`src/design/krt_pkg.sv`:
```
`default_nettype none

package krt_pkg;

    // Table geometry.
    localparam int CAPACITY = 128;
    localparam int IDX_W    = $clog2(CAPACITY);
    localparam int CNT_W    = $clog2(CAPACITY + 1);

    // Field widths of one input word and one result word.
    localparam int CMD_W    = 2;
    localparam int KEY_W    = 32;
    localparam int PAY_W    = 32;
    localparam int STAT_W   = 2;
    localparam int SLOT_W   = 7;
    localparam int TOTAL_W  = 8;

    localparam int IN_BITS  = CMD_W + KEY_W + PAY_W;
    localparam int IN_W     = ((IN_BITS + 7) / 8) * 8;
    localparam int OUT_BITS = STAT_W + SLOT_W + PAY_W + TOTAL_W;
    localparam int OUT_W    = ((OUT_BITS + 7) / 8) * 8;

    // Command codes.
    localparam logic [CMD_W-1:0] CMD_INSERT = 2'd0;
    localparam logic [CMD_W-1:0] CMD_LOOKUP = 2'd1;
    localparam logic [CMD_W-1:0] CMD_UPDATE = 2'd2;
    localparam logic [CMD_W-1:0] CMD_DELETE = 2'd3;

    // Result status codes.
    localparam logic [STAT_W-1:0] ST_OK        = 2'd0;
    localparam logic [STAT_W-1:0] ST_NOT_FOUND = 2'd1;
    localparam logic [STAT_W-1:0] ST_DUPLICATE = 2'd2;
    localparam logic [STAT_W-1:0] ST_FULL      = 2'd3;

    // Read address source for both table memories.
    typedef enum logic [1:0] {
        RD_SCAN,
        RD_HIT,
        RD_LAST
    } rd_sel_t;

    // Commands from the controller to the datapath.
    typedef struct packed {
        logic              load;        // latch the accepted word, restart the scan
        logic              scan;        // issue the next scan read
        logic              hold_pos;    // capture the matching slot
        rd_sel_t           rd_sel;
        logic              wr_key;
        logic              wr_pay;
        logic              wr_move;     // write data comes from the memories
        logic              wr_at_count; // write at the append slot, else at pos
        logic              count_inc;
        logic              count_dec;
        logic              cap_found;   // capture the looked-up payload
        logic              res_load;    // load the result register
        logic [STAT_W-1:0] res_status;
    } krt_cmd_t;

    // Status from the datapath to the controller.
    typedef struct packed {
        logic [CMD_W-1:0] cmd;
        logic             full;
        logic             empty;
        logic             hit;
        logic             scan_end;
        logic             out_free;
    } krt_stat_t;

endpackage

`default_nettype wire

```
`src/design/krt_ctrl.sv`:
```
`default_nettype none

module krt_ctrl (
    input  wire logic               clk,
    input  wire logic               rst_n,
    input  wire logic               s_tvalid,
    output logic                    s_tready,
    input  wire krt_pkg::krt_stat_t stat,
    output krt_pkg::krt_cmd_t       ctl
);

    import krt_pkg::*;

    typedef enum logic [2:0] {
        S_IDLE,
        S_CHECK,
        S_SCAN,
        S_LOOK,
        S_UPDT,
        S_MOVE,
        S_INS,
        S_RESULT
    } state_t;

    state_t            state_reg, state_next;
    logic [STAT_W-1:0] status_reg, status_next;

    assign s_tready = (state_reg == S_IDLE);

    always_comb
    begin
        state_next  = state_reg;
        status_next = status_reg;
        ctl         = '0;
        ctl.rd_sel  = RD_SCAN;
        ctl.res_status = status_reg;

        case (state_reg)
            S_IDLE:
            begin
                if (s_tvalid)
                begin
                    ctl.load   = 1'b1;
                    state_next = S_CHECK;
                end
            end

            S_CHECK:
            begin
                if (stat.cmd == CMD_INSERT && stat.full)
                begin
                    status_next = ST_FULL;
                    state_next  = S_RESULT;
                end
                else if (stat.empty)
                begin
                    status_next = ST_NOT_FOUND;
                    state_next  = (stat.cmd == CMD_INSERT) ? S_INS : S_RESULT;
                end
                else
                begin
                    state_next = S_SCAN;
                end
            end

            // One slot is read per cycle; its key is compared in the following cycle.
            S_SCAN:
            begin
                if (stat.hit)
                begin
                    ctl.hold_pos = 1'b1;
                    status_next  = ST_OK;
                    case (stat.cmd)
                        CMD_INSERT:
                        begin
                            status_next = ST_DUPLICATE;
                            state_next  = S_RESULT;
                        end
                        CMD_LOOKUP:
                        begin
                            ctl.rd_sel = RD_HIT;
                            state_next = S_LOOK;
                        end
                        CMD_UPDATE:
                        begin
                            state_next = S_UPDT;
                        end
                        default:
                        begin
                            ctl.rd_sel = RD_LAST;
                            state_next = S_MOVE;
                        end
                    endcase
                end
                else if (stat.scan_end)
                begin
                    status_next = ST_NOT_FOUND;
                    state_next  = (stat.cmd == CMD_INSERT) ? S_INS : S_RESULT;
                end
                else
                begin
                    ctl.scan = 1'b1;
                end
            end

            S_LOOK:
            begin
                ctl.cap_found = 1'b1;
                state_next    = S_RESULT;
            end

            S_UPDT:
            begin
                ctl.wr_pay = 1'b1;
                state_next = S_RESULT;
            end

            // The last record fills the hole left by the deleted one.
            S_MOVE:
            begin
                ctl.wr_key    = 1'b1;
                ctl.wr_pay    = 1'b1;
                ctl.wr_move   = 1'b1;
                ctl.count_dec = 1'b1;
                state_next    = S_RESULT;
            end

            S_INS:
            begin
                ctl.wr_key      = 1'b1;
                ctl.wr_pay      = 1'b1;
                ctl.wr_at_count = 1'b1;
                ctl.count_inc   = 1'b1;
                status_next     = ST_OK;
                state_next      = S_RESULT;
            end

            S_RESULT:
            begin
                if (stat.out_free)
                begin
                    ctl.res_load = 1'b1;
                    state_next   = S_IDLE;
                end
            end

            default:
            begin
                state_next = S_IDLE;
            end
        endcase
    end

    always_ff @(posedge clk or negedge rst_n)
    begin
        if (!rst_n)
        begin
            state_reg  <= S_IDLE;
            status_reg <= ST_OK;
        end
        else
        begin
            state_reg  <= state_next;
            status_reg <= status_next;
        end
    end

endmodule

`default_nettype wire

```
`config.mk`:
```
export PLATFORM = sky130hd
export DESIGN_NAME = krt_ctrl
export DESIGN_NICKNAME = d
export VERILOG_FILES = /design/src/design/krt_pkg.sv /design/src/design/krt_ctrl.sv
export SDC_FILE = /design/constraint.sdc
export NUM_CORES = 1
export LEC_CHECK = 0
export ABC_AREA = 1
export BUFFER_PORTS_ARGS = -buffer_cell sky130_fd_sc_hd__buf_4
export CAP_MARGIN = 20
export CORE_UTILIZATION = 39
export DETAILED_ROUTE_END_ITERATION = 8
export PLACE_DENSITY = 0.79
export SLEW_MARGIN = 20
export SYNTH_ARGS = -nofsm -noshare
export SYNTH_HDL_FRONTEND = slang
export SYNTH_SLANG_ARGS = --single-unit
export TNS_END_PERCENT = 20
```
`constraint.sdc`:
```
create_clock -name clk -period 1.1 [get_ports clk]
set_input_delay 0.275 -clock clk [delete_from_list [all_inputs] [get_ports clk]]
set_output_delay 0.275 -clock clk [all_outputs]
set_load 0.02 [all_outputs]
```
Yosys cells after proc, flatten, opt, wreduce, memory -nomap -nowiden:

Cells that the tools add are included.

* eq/ne operators: 13
* multiplexer cells: 29
* reductions and logical operators: 10

Operators by type and width (count)
* $mux 3: 7
* $pmux 3 s5: 1
* $eq 3x3->1 const B: 4
* $mux 2: 6
* $mux 1: 11
* $pmux 3 s3: 1
* $eq 3x2->1 const B: 2
* $ne 3x3->1 const B: 2
* $pmux 2 s3: 1
* $reduce_and 3->1: 2
* $mux 4: 1
* $ne 2x2->1 const B: 2
* $pmux 2 s2: 1
* $reduce_or 2->1: 2
* $reduce_or 4->1: 1
* $eq 3x1->1 const B: 1
* $logic_not 3->1: 1
* $reduce_bool 3->1: 1
* $reduce_or 3->1: 1
* $eq 2x1->1 const B: 1
* $eq 2x2->1 const B: 1
* $logic_not 2->1: 1
* $logic_and 1x1->1: 1

* register bits after elaboration: 5
* input bits: 10
* output and inout bits: 16
* logic and storage cells: 54

Longest topological paths before layout:

Gate-level depths: netlist of run 1.

* depth in word-level cells: 5
* mapped depth: 8
* gate-level depth less buffers: 8

Least setup slack after synthesis of run 1:

Ideal clock, no wire load.

* path type: register -> output
* from: register state_reg[2]
* to: output port ctl[11] in the netlist's numbering
* arrival: 1366 ps
* data required time: 825 ps
* path slack: -541 ps
* cell stages (with the launch flop): 5
* buffers on the path: 1
* cells stage by stage: dfrtp_1 buf_4 inv_1 nand2_4 nor4_1

RTL lines
* start: declaration: line krt_ctrl.sv:25 `state_t state_reg, state_next;`
* start signal: assignment: line krt_ctrl.sv:163 `state_reg <= state_next;`
* end: declaration: line krt_ctrl.sv:9 `output krt_pkg::krt_cmd_t ctl`

==> key figures, run 1 <==
Finish
  – Commonest non-fill, non-tap cell in the layout: buf_4
  – Layout cell share with drive strength beyond 1: 0.556
  – Most frequent cells in the layout: 34 x buf_4, 27 x nand2_1, 10 x inv_1, 9 x buf_6
  – Finished layout cell area: about 980 µm²
  – Area growth syn-to-layout: 91.0%
  – Cell Count, Final, Fillers Out: 147
  – Nets: 144
  – Diodes inserted: 0
  – Max reg flops: 3

Clock tree
  – CTS Buf Count: 3
  – Worst-Skew Late Latency: 250 ps
  – Longest Clk Path Bufs: 2
  – Clock-pin slew of the registers on the worst-case setup and hold paths: 50 ps
  – Sinks on the clock net: 5
  – CTS tree: built
  – CTS root buf: clkbuf_4
  – H-tree lvl count: 1

STA
  – Final setup margin: -444 ps
  – Fin Hold WS: approximately 370 ps
  – Max Clock Freq: 648 MHz
  – Minimum clock period: 1540 ps
  – # setup viols final: 19
  – Unrepaired setup endpoints after global routing: yes
  – Fin Clk Skew: 3.56 ps
  – Period utilization: 1.40
  – Final hold violation count: 0
  – Slew headroom: 0.824
  – Slew @ Worst Pin: 262 ps
  – Count of pins over their slew limit: 0

Power
  – Comb pwr share: 0.777
  – Clk pwr share: 0.081
  – Seq pwr share: 0.142
  – PwrDens: about 2800 mW/mm²
  – Pint: 1.42 mW
  – Max VDD drop: about 1500 µV
  – P_sw: about 1.4 mW
  – Sw frac: 0.488
  – Leakage: 0.567 nW

Worst setup path
  – CP Capture Type: output pin
  – Slowest CP cell: dfrtp_2
  – Crit path required time: 820 ps
  – Worst reg2reg path startpoint: state_reg[1]
  – CP Launch Type: register
  – Slowest stage delay, CP: 440 ps
  – CP Class: reg2out
  – Crit-path max FO: 4
  – Worst path cell trace: nor2_4 > nand2_4 > buf_12 > nor2_8 > buf_6
  – Crit path from: state_reg[0]
  – CP arrival: 1270 ps

GRT
  – Grt met3 use: 0.0698
  – Grt met2 use: 0.466
  – First-pass GRT wire length: 2590 µm
  – GRT Total Usage: 0.260
  – Initial antenna violation count: 0
  – Vias in the first global route: 668
  – Global-route layer with the greatest usage: met2
  – Largest net degree at the start of global routing: 6
  – GR Util met1: 0.266
  – Total gr overflow: 0

Logic synthesis
  – Cell Area, Synth: 513 µm²
  – Syn Inst Count: 87
  – Syn Nets: 97
  – Synth unique cells: 17
  – Syn. warnings: 0
  – Synthesized area per cell: 5.90 µm²
  – Register bit count reported by yosys: 5
  – Post-synthesis sequential area ratio: 0.244

Floorplan
  – Initial Util: 0.438
  – I/O Pins: 26
  – Chip width: ~38 µm
  – Area of the die: 0.00146 mm²
  – Core area: 0.00117 mm²
  – Num rows: 12
  – Vert. Die Dim: 38.3 µm

Drt
  – DRC: 0
  – First-pass DRT Iterations: 4
  – Vias after detailed routing: 734
  – Initial DRC count: 22
  – Post-DR wirelength/cell: 11.8 µm
  – Final antenna-violating net count: 0
  – Post-Route WL: 1740 µm
  – Vias per cell: 4.99

Outcome
  – Failing checks: negative setup slack
  – Status: complete, but fails checks

Job
  – Max Cap Viol: 0

Hold path
  – Hold crit path type: in2async

Place
  – HPWL after DPL: 1150 µm
  – Port Buffers: 25
  – Inst Count DP: 136
  – Routability congestion estimate from global placement: 0.836
  – DP Area: ~840 µm²
[logic make-up (layout without fill, tap and decap cells)]
family                 Yosys count  after routing  share of synthesized area
DFF                              5              5                      0.244
AOI/OAI and AO/OA                7              7                     0.0732
buffers and inverters           18             64                      0.154
and+or+nand+nor                 57             57                      0.529
[timing repair]
action | in CTS | in global routing
buffers inserted | 3 | 3
endpoints found under the setup margin | 19 | 19
hold endpoints to repair | 5 | 0
pin swaps | 5 | 6
gates resized for setup | 11 | 9
hold buffers | 1 | 0
[worst max-delay path, delay by kind of cell (launching register included)]
family | cells | cell delay [ps]
flops | 1 | 440
simple gates | 3 | 310
buf+inv | 2 | 260
[through the flow]
| step | TNS [ps] | util | worst slack (ps) | total power [mW] |
|---|---|---|---|---|
| after floorplan | -1090 | - | -197 | 1.45 |
| after global placement | -1840 | 0.715 | -169 | 2.13 |
| after detailed placement | -2260 | 0.715 | -192 | 2.17 |
| after CTS | -5810 | 0.790 | -405 | 2.54 |
| after global routing | -7520 | 0.837 | -484 | 2.97 |
| final | -6530 | 0.837 | -444 | 2.78 |
[cells in the mapped netlist (all sizes together)]
cell type,count,share of area
buf,3,0.044
nand2,34,0.28
o21ai,4,0.039
inv,15,0.11
dfrtp,5,0.24
nand3,7,0.078
nor4,1,0.012
a21oi,2,0.020
nor2,15,0.16
o211ai,1,0.015
[power by group through the flow]
stage / clock (mW) / combinational [mW] / sequential [mW]
detailed placement: 0 / 1.79 / 0.376
CTS: 0.219 / 1.94 / 0.381
global placement: 0 / 1.76 / 0.372
finish: 0.224 / 2.16 / 0.396
global route: 0.239 / 2.34 / 0.401
floorplan: 0 / 1.04 / 0.407
[cell type report]
type                       instances  area, µm²
clock buffer                       4       26.3
fill                              74        191
inverter                          15       58.8
multi-input combinational         64        363
sequential                         5        128
tap                               14       17.5
timing repair buffer              45        387
[final timing paths]
kind | end | slack (ps) | cells after the start
max | ctl[13] | -440 | 5
min | state_reg[0] | 370 | 2
max reg2reg | state_reg[2] | -270 | 9
min reg2reg | status_reg[0] | 480 | 2
max in group asynchronous | state_reg[2] | 610 | 2
min in group clk | state_reg[1] | 370 | 3
[per-layer routing]
metal | up-vias | wire length, µm
met5 | - | 0
met4 | 0 | 53
met3 | 6 | 108
met2 | 33 | 890
met1 | 336 | 683
li1 | 359 | -
No activity file was read; power rests on OpenSTA's default activity.
==> run 2, diff against run 1 <==
--- a/config.mk
+++ b/config.mk
@@ -8,9 +8,9 @@
 export ABC_AREA = 1
 export BUFFER_PORTS_ARGS = -buffer_cell sky130_fd_sc_hd__buf_4
 export CAP_MARGIN = 20
-export CORE_UTILIZATION = 39
+export CORE_UTILIZATION = 38
 export DETAILED_ROUTE_END_ITERATION = 8
-export PLACE_DENSITY = 0.79
+export PLACE_DENSITY = 0.77
 export SLEW_MARGIN = 20
 export SYNTH_ARGS = -nofsm -noshare
 export SYNTH_HDL_FRONTEND = slang
==> run 2 against run 1 <==
Effect of this change:
- the run still ends with negative setup slack left
- largest power group unchanged
- largest cell class unchanged
- global-route usage is 1.8 points lower
- non-clock buffer count is 3 higher
- combinational power is 9.3% higher
==> key figures, run 2 (synthesized netlist as in run 1, its figures left out) <==
STA
  – Fin Clk Skew: 8.95 ps (+5.39 ps)
  – Minimum clock period: 1580 ps (+34.4 ps)
  – Max Clock Freq: 633 MHz (-2.2%)
  – # setup viols final: 19 (unchanged)
  – Slew @ Worst Pin: 241 ps (-20.8 ps)
  – Final setup margin: -479 ps (-34.4 ps)
  – Period utilization: 1.44 (+0.0313)
  – Slew headroom: 0.839 (+0.0151)
  – Count of pins over their slew limit: 0 (unchanged)
  – Unrepaired setup endpoints after global routing: yes
  – Final hold violation count: 0 (unchanged)

Worst setup path
  – Crit path from: state_reg[0]
  – Slowest CP cell: dfrtp_2
  – Worst path cell trace: nor2_4 > nand2_4 > buf_4 > nor2_4 > buf_6
  – CP Launch Type: register
  – Worst Reg-to-Reg Cells: 9 (unchanged)
  – Cell mode on critical path: nor2_4
  – Crit-path max FO: 4 (unchanged)
  – Worst R2R End: state_reg[2]
  – CP Capture Type: output pin
  – Flop-to-flop setup slack: -320 ps (-50 ps)
  – Crit path required time: 820 ps (about the same)
  – Worst reg2reg path startpoint: state_reg[1]
  – CP arrival: 1300 ps (+30 ps)
  – Slowest stage delay, CP: 450 ps (about the same)
  – CP Class: reg2out

Hold path
  – Hold path depth: 3
  – Hold crit path type: in2reg
  – Worst hold path startpoint: s_tvalid
  – WHS Endpoint: state_reg[1]

Floorplan
  – Core area: 0.00119 mm² (+1.3%)
  – Initial Util: 0.432 (-0.00554)
  – Vert. Die Dim: 38.7 µm (+1.2%)
  – Area of the die: 0.00150 mm² (+2.5%)
  – Num rows: 12 (unchanged)
  – Chip width: 38.7 µm (+1.2%)
  – I/O Pins: 26 (unchanged)

Clock tree
  – Longest Clk Path Bufs: 2 (unchanged)
  – Clock-pin slew of the registers on the worst-case setup and hold paths: 50 ps (about the same)
  – CTS tree: built
  – Worst-Skew Late Latency: 250 ps (about the same)
  – CTS root buf: clkbuf_4
  – CTS Buf Count: 3 (unchanged)
  – Sinks on the clock net: 5 (unchanged)
  – H-tree lvl count: 1 (unchanged)

Finish
  – Diodes inserted: 0 (unchanged)
  – Most frequent cells in the layout: 35 x buf_4, 28 x nand2_1, 10 x buf_6, 8 x inv_1
  – Finished layout cell area: 0.00104 mm² (+6.0%)
  – Commonest non-fill, non-tap cell in the layout: buf_4
  – Filler cells: 66 (-11%)
  – Nets: 147 (+2.1%)
  – Max reg flops: 3 (unchanged)
  – Final Util: 0.876 (+0.0390)
  – Area growth syn-to-layout: 102%
  – Layout cell share with drive strength beyond 1: 0.581 (+0.0245)

Drt
  – Initial DRC count: 30 (+36%)
  – Vias after detailed routing: 780 (+6.3%)
  – DRC: 0 (unchanged)
  – First-pass DRT Iterations: 4 (unchanged)
  – Vias per cell: 5.20 (+4.1%)
  – Post-Route WL: 2040 µm (+17%)
  – Final antenna-violating net count: 0 (unchanged)
  – Post-DR wirelength/cell: 13.6 µm (+15%)

Place
  – Routability congestion estimate from global placement: 0.785 (-6.2%)
  – Port Buffers: 25 (unchanged)
  – DP Area: 867 µm² (+3.6%)
  – HPWL after DPL: 1250 µm (+9.1%)

Outcome
  – Failing checks: negative setup slack
  – Status: complete, but fails checks

Power
  – PwrDens: 2880 mW/mm² (+1.4%)
  – Max VDD drop: 1590 µV (+4.2%)
  – Leakage: 0.592 nW (+4.3%)

GRT
  – Initial antenna violation count: 0 (unchanged)
  – Total gr overflow: 0 (unchanged)
  – Largest net degree at the start of global routing: 6 (unchanged)
  – Vias in the first global route: 653 (-2.2%)
  – First-pass GRT wire length: 2470 µm (-4.8%)
  – GRT Total Usage: 0.243 (-0.0177)

Job
  – Max Cap Viol: 0 (unchanged)
==> run 2: repair_timing <==
| item | in CTS | in global routing |
|---|---|---|
| pin swaps | 4 | 11 |
| gates resized for setup | 6 | 20 |
| endpoints found under the setup margin | 19 | 19 |
| hold endpoints to repair | 5 | 0 |
| setup buffers | 2 | 3 |
| hold buffers | 1 | 0 |
==> run 2: area by class of cell <==
| cell class | instances | area, µm² | share of cell area |
|---|---|---|---|
| Clock buffer | 4 | 26.3 | 0.0253 |
| Inverter | 15 | 61.3 | 0.0590 |
| Multi-Input combinational cell | 64 | 380 | 0.366 |
| Sequential cell | 5 | 128 | 0.123 |
| Tap cell | 14 | 17.5 | 0.0169 |
| Timing Repair Buffer | 48 | 425 | 0.410 |
==> run 2: worst max-delay path by stage <==
stage,cells past startpoint,endpoint
after floorplan,4,ctl[11]
after CTS,4,ctl[14]
after global placement,4,ctl[11]
final,5,ctl[10]
after global routing,5,ctl[10]
after detailed placement,4,ctl[11]
==> run 2: worst max-delay path, delay by kind of cell, from the launching register on <==
family	cells	cell delay, ps
buf+inv	2	280
simple gates	3	320
flops	1	450
==> run 2: routing by layer <==
metal	part of all wire	GRT usage	routed length (µm)
met1	0.40	0.287	807
met2	0.52	0.417	1060
met3	0.053	0.0751	108
met4	0.028	0.0690	58
met5	0	0	0
==> run 2: metrics by stage <==
stage               total power, mW  hold WS, ps  std cells  setup WS [ps]  TNS (ps)
finish                         2.99          349        150           -479     -6860
detailed placement             2.20         79.2        140           -183     -2220
CTS                            2.53          354        147           -411     -6200
global placement               2.16         78.5        140           -173     -1880
global route                   3.14          348        150           -492     -7470
floorplan                      1.45        -20.6         87           -197     -1090
==> run 2: power by group <==
| part | switching (mW) | leakage (nW) | internal [mW] | total, mW |
|---|---|---|---|---|
| clock network | 0.0887 | 0.0150 | 0.138 | 0.227 |
| logic | 1.26 | 0.520 | 1.10 | 2.36 |
| registers | 0.112 | 0.0567 | 0.289 | 0.401 |
==> run 3, diff against run 2 <==
--- a/config.mk
+++ b/config.mk
@@ -5,12 +5,13 @@
 export SDC_FILE = /design/constraint.sdc
 export NUM_CORES = 1
 export LEC_CHECK = 0
-export ABC_AREA = 1
+export ABC_AREA = 0
 export BUFFER_PORTS_ARGS = -buffer_cell sky130_fd_sc_hd__buf_4
 export CAP_MARGIN = 20
-export CORE_UTILIZATION = 38
+export CORE_AREA = 2 2 39 41
 export DETAILED_ROUTE_END_ITERATION = 8
-export PLACE_DENSITY = 0.77
+export DIE_AREA = 0 0 41 43
+export PLACE_DENSITY = 0.76
 export SLEW_MARGIN = 20
 export SYNTH_ARGS = -nofsm -noshare
 export SYNTH_HDL_FRONTEND = slang
==> run 3 against run 2 <==
Effect of this change:
- the run still ends with negative setup slack left
- cell area shrank 10%
- clock skew down 2.9 ps
- first-iteration DRC count is 57% lower
- non-clock buffer count is the same
- clock-buffer cell count unchanged
- sequential power shrank 10%
- sequential share of layout area grew 1.1 points
- utilization shrank 20 points
- critical path depth down 1
==> key figures, run 3 <==
Logic synthesis
  – Largest cells by area after synthesis: dfrtp_1 26%, nor2_1 6.9%, buf_6 6.9%, buf_4 6.2%, a21oi_1 5.1%
  – Top FF cell, synth: dfrtp_1
  – Register bit count reported by yosys: 5 (unchanged)
  – Synthesized area per cell: 7.98 µm² (+35%)
  – Synth unique cells: 31 (+14)
  – Post-synthesis sequential area ratio: 0.257 (+0.0132)
  – Ys async rst share: 1.00 (unchanged)
  – Cell Area, Synth: 487 µm² (-5.1%)
  – Area fraction of the dominant cell type after synthesis: 0.257 (+0.0132)
  – Syn. warnings: 0 (unchanged)
  – Post-synth top area cell: dfrtp_1
  – EDFF count, synth: 0 (unchanged)
  – Syn Nets: 71 (-27%)
  – Synth cell count leaders: 9 x nor2_1, 5 x a21oi_1, 5 x dfrtp_1, 5 x nand2_1
  – Top-count cell post-synth: nor2_1
  – Syn Inst Count: 61 (-30%)

Drt
  – First-pass DRT Iterations: 4 (unchanged)
  – Final antenna-violating net count: 0 (unchanged)
  – Vias after detailed routing: 631 (-19%)
  – Post-DR wirelength/cell: 13.3 µm (-2.1%)
  – DRC: 0 (unchanged)
  – Vias per cell: 5.21 (+0.29%)
  – Initial DRC count: 13 (-57%)
  – Post-Route WL: 1610 µm (-21%)

GRT
  – Initial antenna violation count: 0 (unchanged)
  – GRT Total Usage: 0.211 (-0.0316)
  – Largest net degree at the start of global routing: 11 (+5)
  – First-pass GRT wire length: 2500 µm (+1.1%)
  – Total gr overflow: 0 (unchanged)
  – Vias in the first global route: 614 (-6.0%)

STA
  – Slew @ Worst Pin: 247 ps (+5.59 ps)
  – # setup viols final: 18 (-1)
  – Minimum clock period: 1650 ps (+73.5 ps)
  – Count of pins over their slew limit: 0 (unchanged)
  – Unrepaired setup endpoints after global routing: yes
  – Max Clock Freq: 605 MHz (-4.4%)
  – Period utilization: 1.50 (+0.0668)
  – Final hold violation count: 0 (unchanged)
  – Fin Clk Skew: 6.03 ps (-2.92 ps)
  – Slew headroom: 0.835 (-0.00313)
  – Final setup margin: -552 ps (-73.5 ps)

Worst setup path
  – Cell mode on critical path: buf_6
  – Worst path top cell family by delay: simple AND/OR/NAND/NOR gates
  – Slowest stage delay, CP: 390 ps (-60 ps)
  – Worst path cell trace: buf_6 > and4bb_4 > and3_4 > buf_6
  – Flop-to-flop setup slack: -470 ps (-150 ps)
  – CP Capture Type: output pin
  – Slowest CP cell: dfrtp_1
  – Crit-path max FO: 3 (-1)
  – Stages on worst setup path: 4 (-1)
  – Crit path required time: 820 ps (about the same)
  – Worst path bufs/invs: 2 (unchanged)
  – Worst Reg-to-Reg Cells: 5 (-4)
  – Worst R2R End: status_reg[1]
  – CP Launch Type: register
  – Worst reg2reg path startpoint: state_reg[2]
  – CP arrival: 1380 ps (+80 ps)
  – CP Class: reg2out

Place
  – Routability congestion estimate from global placement: 0.862 (+9.9%)
  – Port Buffers: 25 (unchanged)
  – Inst Count DP: 112 (-20%)
  – HPWL after DPL: 1080 µm (-14%)

Floorplan
  – Initial Util: 0.352 (-0.0808)
  – Num rows: 14 (+2)
  – Area of the die: 0.00176 mm² (+17%)
  – I/O Pins: 26 (unchanged)
  – Vert. Die Dim: 43 µm (+11%)
  – Chip width: 41 µm (+5.8%)
  – Core area: 0.00138 mm² (+17%)

Finish
  – Commonest non-fill, non-tap cell in the layout: buf_4
  – Most frequent cells in the layout: 41 x buf_4, 6 x buf_6, 5 x a21oi_1, 5 x dfrtp_1, 4 x nor2_1
  – Final Util: 0.674 (-0.202)
  – Diodes inserted: 0 (unchanged)
  – Cell Count, Final, Fillers Out: 121 (-19%)
  – Area growth syn-to-layout: 91.5%
  – Layout cell share with drive strength beyond 1: 0.686 (+0.105)
  – Max reg flops: 3 (unchanged)
  – Nets: 116 (-21%)

Power
  – PwrDens: 2760 mW/mm² (-4.0%)
  – Seq pwr share: 0.140 (+0.006)
  – P_sw: 1.16 mW (-21%)
  – Sw frac: 0.449 (-0.0409)
  – Pint: 1.42 mW (-6.9%)
  – Max VDD drop: 1300 µV (-18%)
  – Leakage: 0.440 nW (-26%)
  – Comb pwr share: 0.767 (-0.023)
  – Clk pwr share: 0.093 (+0.017)

Hold path
  – Hold crit path type: in2async

Clock tree
  – H-tree lvl count: 1 (unchanged)
  – CTS tree: built
  – Clock-pin slew of the registers on the worst-case setup and hold paths: 50 ps (about the same)
  – Worst-Skew Late Latency: 260 ps (about the same)
  – CTS Buf Count: 3 (unchanged)
  – Longest Clk Path Bufs: 2 (unchanged)
  – Sinks on the clock net: 5 (unchanged)
  – CTS root buf: clkbuf_4

Outcome
  – Status: complete, but fails checks
  – Failing checks: negative setup slack

Job
  – Max Cap Viol: 0 (unchanged)
[run 3: cell count changes after synthesis, moves of 2 or more]
cell,delta
o21ai_0,-2
inv_2,-3
o22ai_1,+4
nand2_2,-4
inv_1,-10
a21oi_1,+3
nand2_1,-24
nor2_1,-4
nor3_1,+2
nand3_1,-6
buf_6,+3
[run 3: kinds of logic after synthesis]
kind of cell,Yosys count,synth area share
AO/OA/AOI/OAI,17,0.239
XOR/XNOR,1,0.0180
multiplexers,1,0.0231
flip-flops,5,0.257
buffers and inverters,10,0.157
AND/OR/NAND/NOR,27,0.306
[run 3: layer usage]
layer | vias to the layer above | global-route usage | part of all wire
li1 | 302 | - | -
met1 | 300 | 0.239 | 0.39
met2 | 24 | 0.325 | 0.53
met3 | 5 | 0.0419 | 0.043
met4 | 0 | 0.160 | 0.027
met5 | - | 0 | 0
[run 3: what timing repair did]
item                                   CTS  global route
hold buffers                             1             0
buffers inserted                         2             2
pin swaps                                3             2
resized for setup                       13             8
gates cloned                             0             0
endpoints found under the hold margin    5             0
setup endpoints to repair               18            19
[run 3: area by class of cell]
type / instances / area [µm²]
Tap cell: 16 / 20.0
Timing Repair Buffer: 48 / 385
Inverter: 2 / 7.51
Fill cell: 106 / 452
Sequential cell: 5 / 125
Multi-Input combinational cell: 46 / 368
Clock buffer: 4 / 26.3
[run 3: power by group through the flow]
stage               registers, mW  logic, mW  clock network (mW)
CTS                         0.360       1.80               0.240
floorplan                   0.385       1.04                   0
finish                      0.360       1.98               0.240
detailed placement          0.354       1.68                   0
global route                0.372       2.12               0.250
global placement            0.352       1.66                   0
[run 3: worst max path at each step]
stage	from	endpoint	slack, ps
global route	state_reg[2]	ctl[11]	-580
CTS	state_reg[2]	ctl[11]	-580
detailed placement	state_reg[0]	state_reg[0]	-360
floorplan	state_reg[0]	state_reg[0]	-320
finish	state_reg[2]	ctl[11]	-550
global placement	state_reg[0]	state_reg[0]	-340
[run 3: metrics by stage]
step / setup WS, ps / area, µm² / setup TNS [ps] / power [mW] / hold slack, ps
floorplan: -320 / 515 / -3390 / 1.43 / -20.6
global placement: -341 / 790 / -3440 / 2.01 / 80.5
detailed placement: -365 / 790 / -3640 / 2.04 / 83.4
CTS: -576 / 881 / -8010 / 2.40 / 361
global route: -577 / 932 / -8780 / 2.74 / 384
finish: -552 / 932 / -7970 / 2.58 / 357
